### config.mk
export PLATFORM = sky130hd
export DESIGN_NAME = arpc_cell
export DESIGN_NICKNAME = d
export VERILOG_FILES = /design/src/design/arpc_pkg.sv /design/src/design/arpc_cell.sv
export SDC_FILE = /design/constraint.sdc
export NUM_CORES = 1
export LEC_CHECK = 0
export ABC_AREA = 1
export BUFFER_PORTS_ARGS = -buffer_cell sky130_fd_sc_hd__buf_2
export CAP_MARGIN = 10
export CORE_MARGIN = 8
export CORE_UTILIZATION = 48
export CTS_BUF_LIST = sky130_fd_sc_hd__clkbuf_2 sky130_fd_sc_hd__clkbuf_4 sky130_fd_sc_hd__clkbuf_8
export DETAILED_ROUTE_END_ITERATION = 8
export GPL_TIMING_DRIVEN = 0
export PLACE_DENSITY = 0.92
export SYNTH_ARGS = -nofsm -noshare
export SYNTH_HDL_FRONTEND = slang
export SYNTH_SLANG_ARGS = --single-unit
### constraint.sdc
create_clock -name clk_i -period 1.85 [get_ports clk_i]
set_input_delay 0.0925 -clock clk_i [delete_from_list [all_inputs] [get_ports clk_i]]
set_output_delay 0.0925 -clock clk_i [all_outputs]
set_load 0.01 [all_outputs]
### src/design/arpc_pkg.sv
package arpc_pkg;

  // Table depth default
  localparam int unsigned CacheEntriesDef = 16;

  // Subnet compare covers the first three octets
  localparam logic [31:0] SubnetMask = 32'hFFFF_FF00;
  localparam logic [10:0] MinArpLen  = 11'd28;
  localparam logic [15:0] ArpOpRequest = 16'd1;

  // Configuration register map
  localparam int unsigned CfgIdxW  = 2;
  localparam int unsigned CfgDataW = 48;
  localparam logic [CfgIdxW-1:0] CfgOwnIp     = 2'd0;
  localparam logic [CfgIdxW-1:0] CfgOwnMac    = 2'd1;
  localparam logic [CfgIdxW-1:0] CfgGatewayIp = 2'd2;

  localparam logic [31:0] OwnIpRst     = 32'h0A00_020F;
  localparam logic [31:0] GatewayIpRst = 32'h0A00_0202;

  // Request kinds
  localparam logic ReqResolve = 1'b0;
  localparam logic ReqArpPkt  = 1'b1;

  typedef struct packed {
    logic        req_type;
    logic [31:0] dest_ip;
    logic [10:0] packet_length;
    logic [15:0] arp_oper;
    logic [31:0] sender_ip;
    logic [47:0] sender_mac;
    logic [31:0] tgt_ip;
  } req_t;

  typedef struct packed {
    logic        hit;
    logic [31:0] next_hop_ip;
    logic [47:0] resolved_mac;
    logic        send_reply;
    logic [47:0] reply_mac;
    logic [31:0] reply_ip;
  } rsp_t;

  // Search probe handed from cell to cell
  typedef struct packed {
    logic        active;
    logic        hit;
    logic [31:0] key;
    logic [47:0] mac;
  } probe_t;

endpackage

### src/design/arpc_cell.sv
module arpc_cell import arpc_pkg::*; #(
  parameter int unsigned IdxW    = 4,
  parameter int unsigned CellIdx = 0
) (
  input  logic            clk_i,
  input  logic            rst_ni,
  input  probe_t          probe_i,
  input  logic [IdxW-1:0] idx_i,
  output probe_t          probe_o,
  output logic [IdxW-1:0] idx_o,
  input  logic            wr_en_i,
  input  logic [31:0]     wr_ip_i,
  input  logic [47:0]     wr_mac_i
);

  logic [31:0]     ip_q;
  logic [47:0]     mac_q;
  logic            valid_q;
  probe_t          probe_d;
  logic            active_q;
  logic            hit_q;
  logic [31:0]     key_q;
  logic [47:0]     found_mac_q;
  logic [IdxW-1:0] idx_d, idx_q;
  logic            match;

  // Claim the probe on the first valid match only
  assign match = probe_i.active && !probe_i.hit && valid_q && (ip_q == probe_i.key);

  always_comb begin
    probe_d = probe_i;
    idx_d   = idx_i;
    if (match) begin
      probe_d.hit = 1'b1;
      probe_d.mac = mac_q;
      idx_d       = IdxW'(CellIdx);
    end
  end

  // Hold the entry, valid once written
  always_ff @(posedge clk_i or negedge rst_ni) begin
    if (!rst_ni) begin
      valid_q <= 1'b0;
    end else if (wr_en_i) begin
      valid_q <= 1'b1;
    end
  end

  always_ff @(posedge clk_i) begin
    if (wr_en_i) begin
      ip_q  <= wr_ip_i;
      mac_q <= wr_mac_i;
    end
  end

  // Advance the probe one cell per cycle
  always_ff @(posedge clk_i or negedge rst_ni) begin
    if (!rst_ni) begin
      active_q <= 1'b0;
    end else begin
      active_q <= probe_d.active;
    end
  end

  always_ff @(posedge clk_i) begin
    hit_q       <= probe_d.hit;
    key_q       <= probe_d.key;
    found_mac_q <= probe_d.mac;
    idx_q       <= idx_d;
  end

  assign probe_o = '{active: active_q, hit: hit_q, key: key_q, mac: found_mac_q};
  assign idx_o   = idx_q;

endmodule

# --- Yosys cells after proc, flatten, opt, wreduce, memory -nomap -nowiden ---
# Index checks and enable logic that the tools add are counted.
word_totals:
  regBits: 167
  inputBits: 169
  out_inout_bits: 86
classes:
  n_eq_ne: 1
  mux: 1
  reduce_logical: 4
ops:
  columns: ["op", "count"]
  rows:
  - ["$mux 48", 1]
  - ["$eq 32x32->1", 1]
  - ["$logic_and 1x1->1", 3]
  - ["$logic_not 1->1", 1]

# --- Depth between registers and ports, before layout ---
# Gate-level depths: netlist of run 1.
logic_depth:
  depth_word: 5
  mapped_depth: 12
  ltp_nobuf: 11

# --- Worst setup path after synthesis of run 1 ---
# No wires, ideal clock.
synth_timing:
  kind: "reg-to-reg"
  startpoint: "register ip_q[8]"
  endpoint: "register idx_q[0], in the netlist idx_o[0]"
  arrival_ns: 1.230
  required_time_ns: 1.740
  setup_slack_ns: 0.510
  stages_incl_launch_ff: 10
  n_path_buf: 1
  path_cell_list: "edfxtp_1 > xnor2_1 > nand2_1 > nor2_1 > nand2_1 > nor2_4 > nand3_2 > buf_2 > inv_2 > nor2_1"
synth_between:
  elab_chain_len: 2
synth_lines:
  columns: ["element", "line_no", "text"]
  rows:
  - ["start: declaration", "arpc_cell.sv:16", "logic [31:0] ip_q;"]
  - ["start signal: assignment", "arpc_cell.sv:51", "ip_q <= wr_ip_i;"]
  - ["$eq 32x32->1", "arpc_cell.sv:28", "assign match = probe_i.active && !probe_i.hit && valid_q && (ip_q == probe_i.key);"]
  - ["$logic_and 1x1->1", "arpc_cell.sv:28", null]
  - ["end signal: assignment", "arpc_cell.sv:69", "idx_q <= idx_d;"]
  - ["end: declaration", "arpc_cell.sv:24", "logic [IdxW-1:0] idx_d, idx_q;"]
# No other way between the ends.
# A chain may end at the register's enable or synchronous reset.

==> run_results.csv, run 1 <==
group,metric,value,unit
setup_path,timing.rr.end,"found_mac_q[37]",
floorplan,io-pin-count,255,
setup_path,worst-setup-path-type,"flip-flop to flip-flop",
sta,timing.setup.tns,0,ns
sta,setup_slack,0.03017,ns
global_route,track_usage,26.92,%
sta,slew_headroom,74.78,%
sta,min_period,1.820,ns
floorplan,die_h,123.7,um
clock_tree,cts_tree,"built",
power_and_ir_drop,p_leak,4.322,nW
layout,nFillCells,575,
run_status,status,"complete, no violations",
global_route,antenna_found_initial,5,
yosys,async_flop_share,1.198,%
yosys,synth_compound_area_share,0.5847,%
clock_tree,insertion_delay,0.44,ns
layout,seq_area,4154,um^2
floorplan,die_w,123.7,um
drt,vias,5312,
layout,multi_input_area,1152,um^2
setup_path,worstPathArrival,2.20,ns
global_route,grt_pass1_vias,5853,
floorplan,start_util,48.94,%
clock_tree,cts_root_buffer,"clkbuf_8",
yosys,synthAdderAreaFrac,0,%
sta,hold_ws,0.09760,ns
drt,via_per_inst,4.997,
yosys,yosys_most_used_dff,"dfxtp_1",
yosys,synth_top_area_cell,"edfxtp_1",
layout,drive_above_1_share,35.09,%
clock_tree,cts_buffers,17,
global_route,grt_pass1_wl,30.47,mm
yosys,ys_ff_latch,167,
yosys,synth_top_family_by_area,"simple AND/OR/NAND/NOR gates",
placed_design,placedCellCount,855,
job,timing.max_cap.violations,0,
layout,fin_nets,1068,
yosys,synth_cell_types,22,
yosys,synthesis.area,5564,um^2
global_route,grt_max_degree,58,
yosys,synthMuxAreaShare,0,%
yosys,synth-simple-area-share,16.84,%
sta,fin_crit_sh,98.37,%
hold_path,hold_class,"primary input to flip-flop",
sta,finalHoldViolations,0,
layout,finalNonFillerCells,1063,
power_and_ir_drop,power.density,835.9,nW/um^2
placed_design,dp_hpwl,11.16,mm
sta,finClkSkew,0.01112,ns
yosys,syn_inst,457,
yosys,ys_warn_count,0,
setup_path,startpoint_type,"flip-flop",
drt,postRouteWirelength,20.54,mm
setup_path,crit_fanout,10,
floorplan,num_rows,39,
setup_path,cp.required,2.23,ns
clock_tree,htreeDepth,4,
hold_path,hold_path_depth,1,
placed_design,pre_cts_slack,0.07365,ns
sta,drv_slew,0,
yosys,ys_seq_area_share,74.66,%
drt,drc_errors,0,
drt,dr.pass1.iters,5,
placed_design,gp_congestion,0.8082,
sta,max_slew.worst_pin.slew,0.3784,ns
hold_path,min_to,"ip_q[30]",
sta,rsz0062_at_grt,"no",
setup_path,setup.worst_path.end_class,"flip-flop",
sta,finalSetupViolCount,0,
yosys,yosys-top-cells-area,"edfxtp_1, dfxtp_1, nand2_1, nand4_1, xnor2_1",
clock_tree,cts_sinks,167,
placed_design,port-buffer-count,254,
yosys,synth_common_cells,"nand2_1, dfxtp_1, edfxtp_1",
floorplan,fp.coreArea,11370,um^2
yosys,synth_most_common_cell,"nand2_1",
drt,drt_iter0_markers,445,
yosys,synth_top_area_share,43.18,%
global_route,gr-total-overflow,0,
setup_path,r2r-start,"ip_q[30]",
layout,syn_to_final_growth,64.90,%
floorplan,dieArea,15290,um^2
yosys,avgSynthCellArea,12.18,um^2
power_and_ir_drop,ir_worst_vdd,0.7527,mV
hold_path,worstHoldStart,"wr_en_i",
yosys,synth-xor-area-share,2.833,%
yosys,synth_edf_count,80,
drt,wl_per_cell,19.33,um
setup_path,r2r_cells,9,
clock_tree,clockBufferDepth,2,
sta,maxClockFrequency,549.5,MHz
yosys,synth.net_count,626,
setup_path,reg2reg_slack,0.03,ns
drt,postRouteAntennaNets,0,
clock_tree,path_clk_slew,0.09,ns
power_and_ir_drop,power,7.670,mW
per-stage QoR:
step | utilization, % | cell area [um^2]
after global routing | 80.63 | 9168
after detailed placement | 61.96 | 7044
after floorplan | - | 5564
final | 80.70 | 9175
after global placement | 61.69 | 7014
after CTS | 80.09 | 9106
worst max-delay path: stages, from the launching register on:
cell      delay (ns)
edfxtp_1        0.43
nand2_1         0.10
o21ai_0         0.11
nor2_1          0.12
nand2_1         0.11
nor2_4          0.20
buf_4           0.22
buf_4           0.19
nand4_1         0.15
nand2_1         0.12
kinds of logic (layout without fill, tap and decap cells):
| logic type | after synthesis | count (layout) |
|---|---|---|
| buf+inv | 54 | 509 |
| xor+xnor | 18 | 18 |
| flops | 167 | 167 |
| compound gates | 6 | 6 |
| other cells | 0 | 8 |
| simple gates | 212 | 212 |
power breakdown:
| group | switching [mW] | internal (mW) |
|---|---|---|
| clock | 1.25 | 1.28 |
| combinational | 0.409 | 0.516 |
| sequential | 0.0898 | 4.13 |
cell type report:
class                   count  share of cell area (%)
diodes                      8                  0.2182
plain buffers              20                   1.868
clock buffers              22                   3.027
clock inverters            10                   1.118
inverters                  32                   1.309
multi-input cells         236                   12.56
flip-flops and latches    167                   45.27
well taps                 143                   1.950
repair buffers            425                   32.67
worst max-delay path by stage:
| stage | from | endpoint | slack (ns) | depth (start not counted) |
|---|---|---|---|---|
| 2_1_floorplan | ip_q[8] | idx_o[0] | 0.51 | 9 |
| 3_3_place_gp | wr_en_i | mac_q[27] | 0.05 | 1 |
| 3_5_place_dp | ip_q[19] | found_mac_q[6] | 0.07 | 9 |
| 4_1_cts | ip_q[19] | found_mac_q[6] | 0.05 | 9 |
| 5_1_grt | ip_q[30] | found_mac_q[41] | 0.006 | 9 |
| 6_report | ip_q[30] | found_mac_q[37] | 0.03 | 9 |
timing repair:
action	CTS	global route
endpoints found under the setup margin	0	53
hold endpoints to repair	168	0
hold buffers	168	0
buffers inserted	0	2
resized for setup	0	17
registers in the layout, summed over array words and instances (netlist names):
register	count
found_mac_q	48
mac_q	48
ip_q	32
key_q	32
idx_o	4
active_q	1
hit_q	1
valid_q	1
cell usage in the layout, fill, tap and decap left out, types with 3 or more instances in the layout:
master         count
buf_2            257
buf_4             11
buf_6              5
clkbuf_4           4
clkbuf_8          18
clkinv_2           6
dfxtp_1           85
diode_2            8
dlygate4sd3_1    168
edfxtp_1          80
inv_1             29
inv_2              3
nand2_1          143
nand4_1           48
nor2_1            13
nor2_4             3
o21ai_1            3
xnor2_1           16
metal layers:
layer  global-route usage (%)  wire [um]  share of wire [%]
met4                    16.48        943                4.6
met5                        0          0                  0
met1                    25.94       6773                 33
met2                    48.10      10780                 52
met3                    9.927       2044                9.9
Note: power is estimated with default switching activity, not from simulation.
==> run 2: changes to the inputs <==
--- a/config.mk
+++ b/config.mk
@@ -8,12 +8,14 @@
 export ABC_AREA = 1
 export BUFFER_PORTS_ARGS = -buffer_cell sky130_fd_sc_hd__buf_2
 export CAP_MARGIN = 10
+export CELL_PAD_IN_SITES_DETAIL_PLACEMENT = 1
+export CELL_PAD_IN_SITES_GLOBAL_PLACEMENT = 1
 export CORE_MARGIN = 8
-export CORE_UTILIZATION = 48
+export CORE_UTILIZATION = 36
 export CTS_BUF_LIST = sky130_fd_sc_hd__clkbuf_2 sky130_fd_sc_hd__clkbuf_4 sky130_fd_sc_hd__clkbuf_8
 export DETAILED_ROUTE_END_ITERATION = 8
 export GPL_TIMING_DRIVEN = 0
-export PLACE_DENSITY = 0.92
+export PLACE_DENSITY = 0.91
 export SYNTH_ARGS = -nofsm -noshare
 export SYNTH_HDL_FRONTEND = slang
 export SYNTH_SLANG_ARGS = --single-unit
==> run 2 against run 1 <==
Effect of this change:
- register-to-register slack got worse by 0.06 ns
- flip-flop and latch count stayed put
- die area rose by 29%
- cell count is 5.0% higher
- total power is 3.0% higher
- setup slack got worse by 0.059 ns
- critical endpoint is now found_mac_q[45]
- utilization fell by 17 points
- sequential power about the same
- largest cell class unchanged
- the flow now finishes with violations (setup timing)
- combinational power is 8% higher
==> run_results.csv, run 2 (same netlist as run 1, synthesis figures left out) <==
group,metric,value,unit
sta,drv_slew,0,
drt,via_per_inst,4.763,
drt,postRouteAntennaNets,0,
setup_path,reg2reg_slack,-0.03,ns
floorplan,die_h,140.3,um
floorplan,io-pin-count,255,
placed_design,dp_hpwl,13.49,mm
setup_path,setup.worst_path.end_class,"flip-flop",
setup_path,endpoint,"found_mac_q[45]",
global_route,antenna_found_initial,6,
global_route,gr-total-overflow,0,
sta,setup_slack,-0.02880,ns
power_and_ir_drop,p_int,6.003,mW
floorplan,fp.coreArea,15150,um^2
power_and_ir_drop,power.density,825.2,nW/um^2
setup_path,worstPathArrival,2.22,ns
global_route,top_usage_layer,"met2",
layout,drive_above_1_share,40.46,%
floorplan,num_rows,45,
drt,drc_errors,0,
clock_tree,path_clk_slew,0.09,ns
floorplan,dieArea,19690,um^2
global_route,track_usage,23.75,%
placed_design,post_dp_cell_area,7093,um^2
setup_path,startpoint_type,"flip-flop",
drt,vias,5316,
hold_path,hold_path_depth,1,
setup_path,r2r-start,"ip_q[17]",
power_and_ir_drop,p_sw,1.897,mW
run_status,status,"finished, violations left",
global_route,met2_usage,45.79,%
layout,utilization,63.21,%
sta,slew_headroom,58.44,%
clock_tree,cts_tree,"built",
setup_path,worst-setup-path-type,"flip-flop to flip-flop",
layout,stdcell_area,9573,um^2
setup_path,timing.rr.end,"found_mac_q[45]",
power_and_ir_drop,pwr-share-seq,53.5,%
sta,maxClockFrequency,532.3,MHz
sta,rsz0062_at_grt,"yes",
layout,seq_area,4154,um^2
clock_tree,insertion_delay,0.45,ns
sta,fin_crit_sh,101.6,%
layout,final_cell_mix,"buf_2, dlygate4sd3_1, nand2_1",
layout,final_common_cell,"buf_2",
layout,fin_nets,1078,
setup_path,cp_slowest_cell,"edfxtp_1",
setup_path,cp_common_cell,"nand2_1",
sta,max_slew.worst_pin.slew,0.6234,ns
placed_design,gp_congestion,0.7916,
power_and_ir_drop,p_comb_share,12.7,%
sta,hold_ws,0.1913,ns
sta,timing.setup.tns,-0.03718,ns
layout,top_regs,"found_mac_q x48, mac_q x48",
global_route,met1_usage,21.92,%
power_and_ir_drop,clockPowerShare,33.8,%
clock_tree,clockBufferDepth,2,
global_route,grt_max_degree,43,
global_route,grt_pass1_vias,6224,
floorplan,start_util,36.74,%
drt,drt_iter0_markers,200,
sta,min_period,1.879,ns
power_and_ir_drop,p_leak,4.440,nW
power_and_ir_drop,ir_worst_vdd,0.4773,mV
floorplan,die_w,140.3,um
clock_tree,cts_root_buffer,"clkbuf_8",
sta,finClkSkew,0.01640,ns
sta,finalSetupViolCount,3,
placed_design,pre_cts_slack,0.02010,ns
global_route,grt_pass1_wl,35.45,mm
drt,dr.pass1.iters,4,
placed_design,port-buffer-count,254,
job,timing.max_cap.violations,0,
power_and_ir_drop,p_sw_share,24.01,%
sta,finalHoldViolations,0,
setup_path,crit_fanout,8,
drt,postRouteWirelength,25.21,mm
drt,wl_per_cell,22.59,um
clock_tree,cts_buffers,17,
setup_path,cp-startpoint,"ip_q[17]",
clock_tree,cts_sinks,167,
layout,nFillCells,1588,
global_route,grtUsageMet3,7.034,%
setup_path,r2r_cells,10,
hold_path,hold_class,"primary input to flip-flop",
setup_path,cp.required,2.19,ns
layout,syn_to_final_growth,72.05,%
setup_path,crit_path_cell_trace,"xnor2_1, nand2_1, nor2_4, nand2_2, nor2_4, nand3_4, buf_12, buf_8, nand2_1, nand2_1",
layout,multi_input_area,1300,um^2
setup_path,crit_path_max_incr_delay,0.42,ns
run_status,violations,"setup timing",
clock_tree,htreeDepth,4,
## run 2: cell count changes in the layout (fill, tap and decap cells not counted), sizes merged
cell      before  now
clkbuf        23   27
diode          8    6
clkinvlp       0    3
buf          276  283
clkinv         6    4
inv           34   32
## run 2: layout make-up
type                    instances  share of cell area [%]
multi-input cells             236                   13.58
clock inverters                 9                   1.046
flip-flops and latches        167                   43.39
inverters                      32                   1.307
plain buffers                  22                   2.405
repair buffers                433                   32.54
well taps                     188                   2.457
clock buffers                  23                   3.111
diodes                          6                  0.1568
## run 2: critical path: cells and delay by family (launching register included)
kind,cells,cell delay (ns)
xor+xnor,1,0.23
simple gates,7,0.81
flops,1,0.42
buf+inv,2,0.31
## run 2: through the flow
stage               power (mW)  cells
finish                   7.900   1116
global route             8.177   1116
CTS                      7.746   1100
detailed placement       4.885    900
global placement         4.835    899
floorplan                4.480    457
## run 2: power groups by stage
stage	Combinational (mW)	Clock [mW]	Sequential (mW)
after floorplan	0.157	0	4.32
after global placement	0.563	0	4.27
after detailed placement	0.598	0	4.29
after CTS	0.888	2.66	4.20
after global routing	1.07	2.86	4.25
final	1.00	2.67	4.23
## run 2: routing by layer
layer	part of all wire (%)	vias up
li1	-	2432
met1	34	2571
met2	55	244
met3	6.4	69
met4	4.0	0
met5	0	-
## run 2: how the worst min path moves through the flow
stage | from | endpoint
5_1_grt | wr_en_i | ip_q[26]
6_report | wr_en_i | ip_q[30]
3_5_place_dp | rst_ni | active_q
2_1_floorplan | rst_ni | active_q
3_3_place_gp | rst_ni | active_q
4_1_cts | wr_en_i | ip_q[30]
## run 2: repair_timing
| item | CTS | global route |
|---|---|---|
| gates resized for setup | 1 | 82 |
| pin swaps | 0 | 11 |
| hold endpoints to repair | 168 | 0 |
| setup endpoints to repair | 1 | 53 |
| buffers inserted | 0 | 7 |
| cloned | 0 | 3 |
| hold buffers | 168 | 0 |
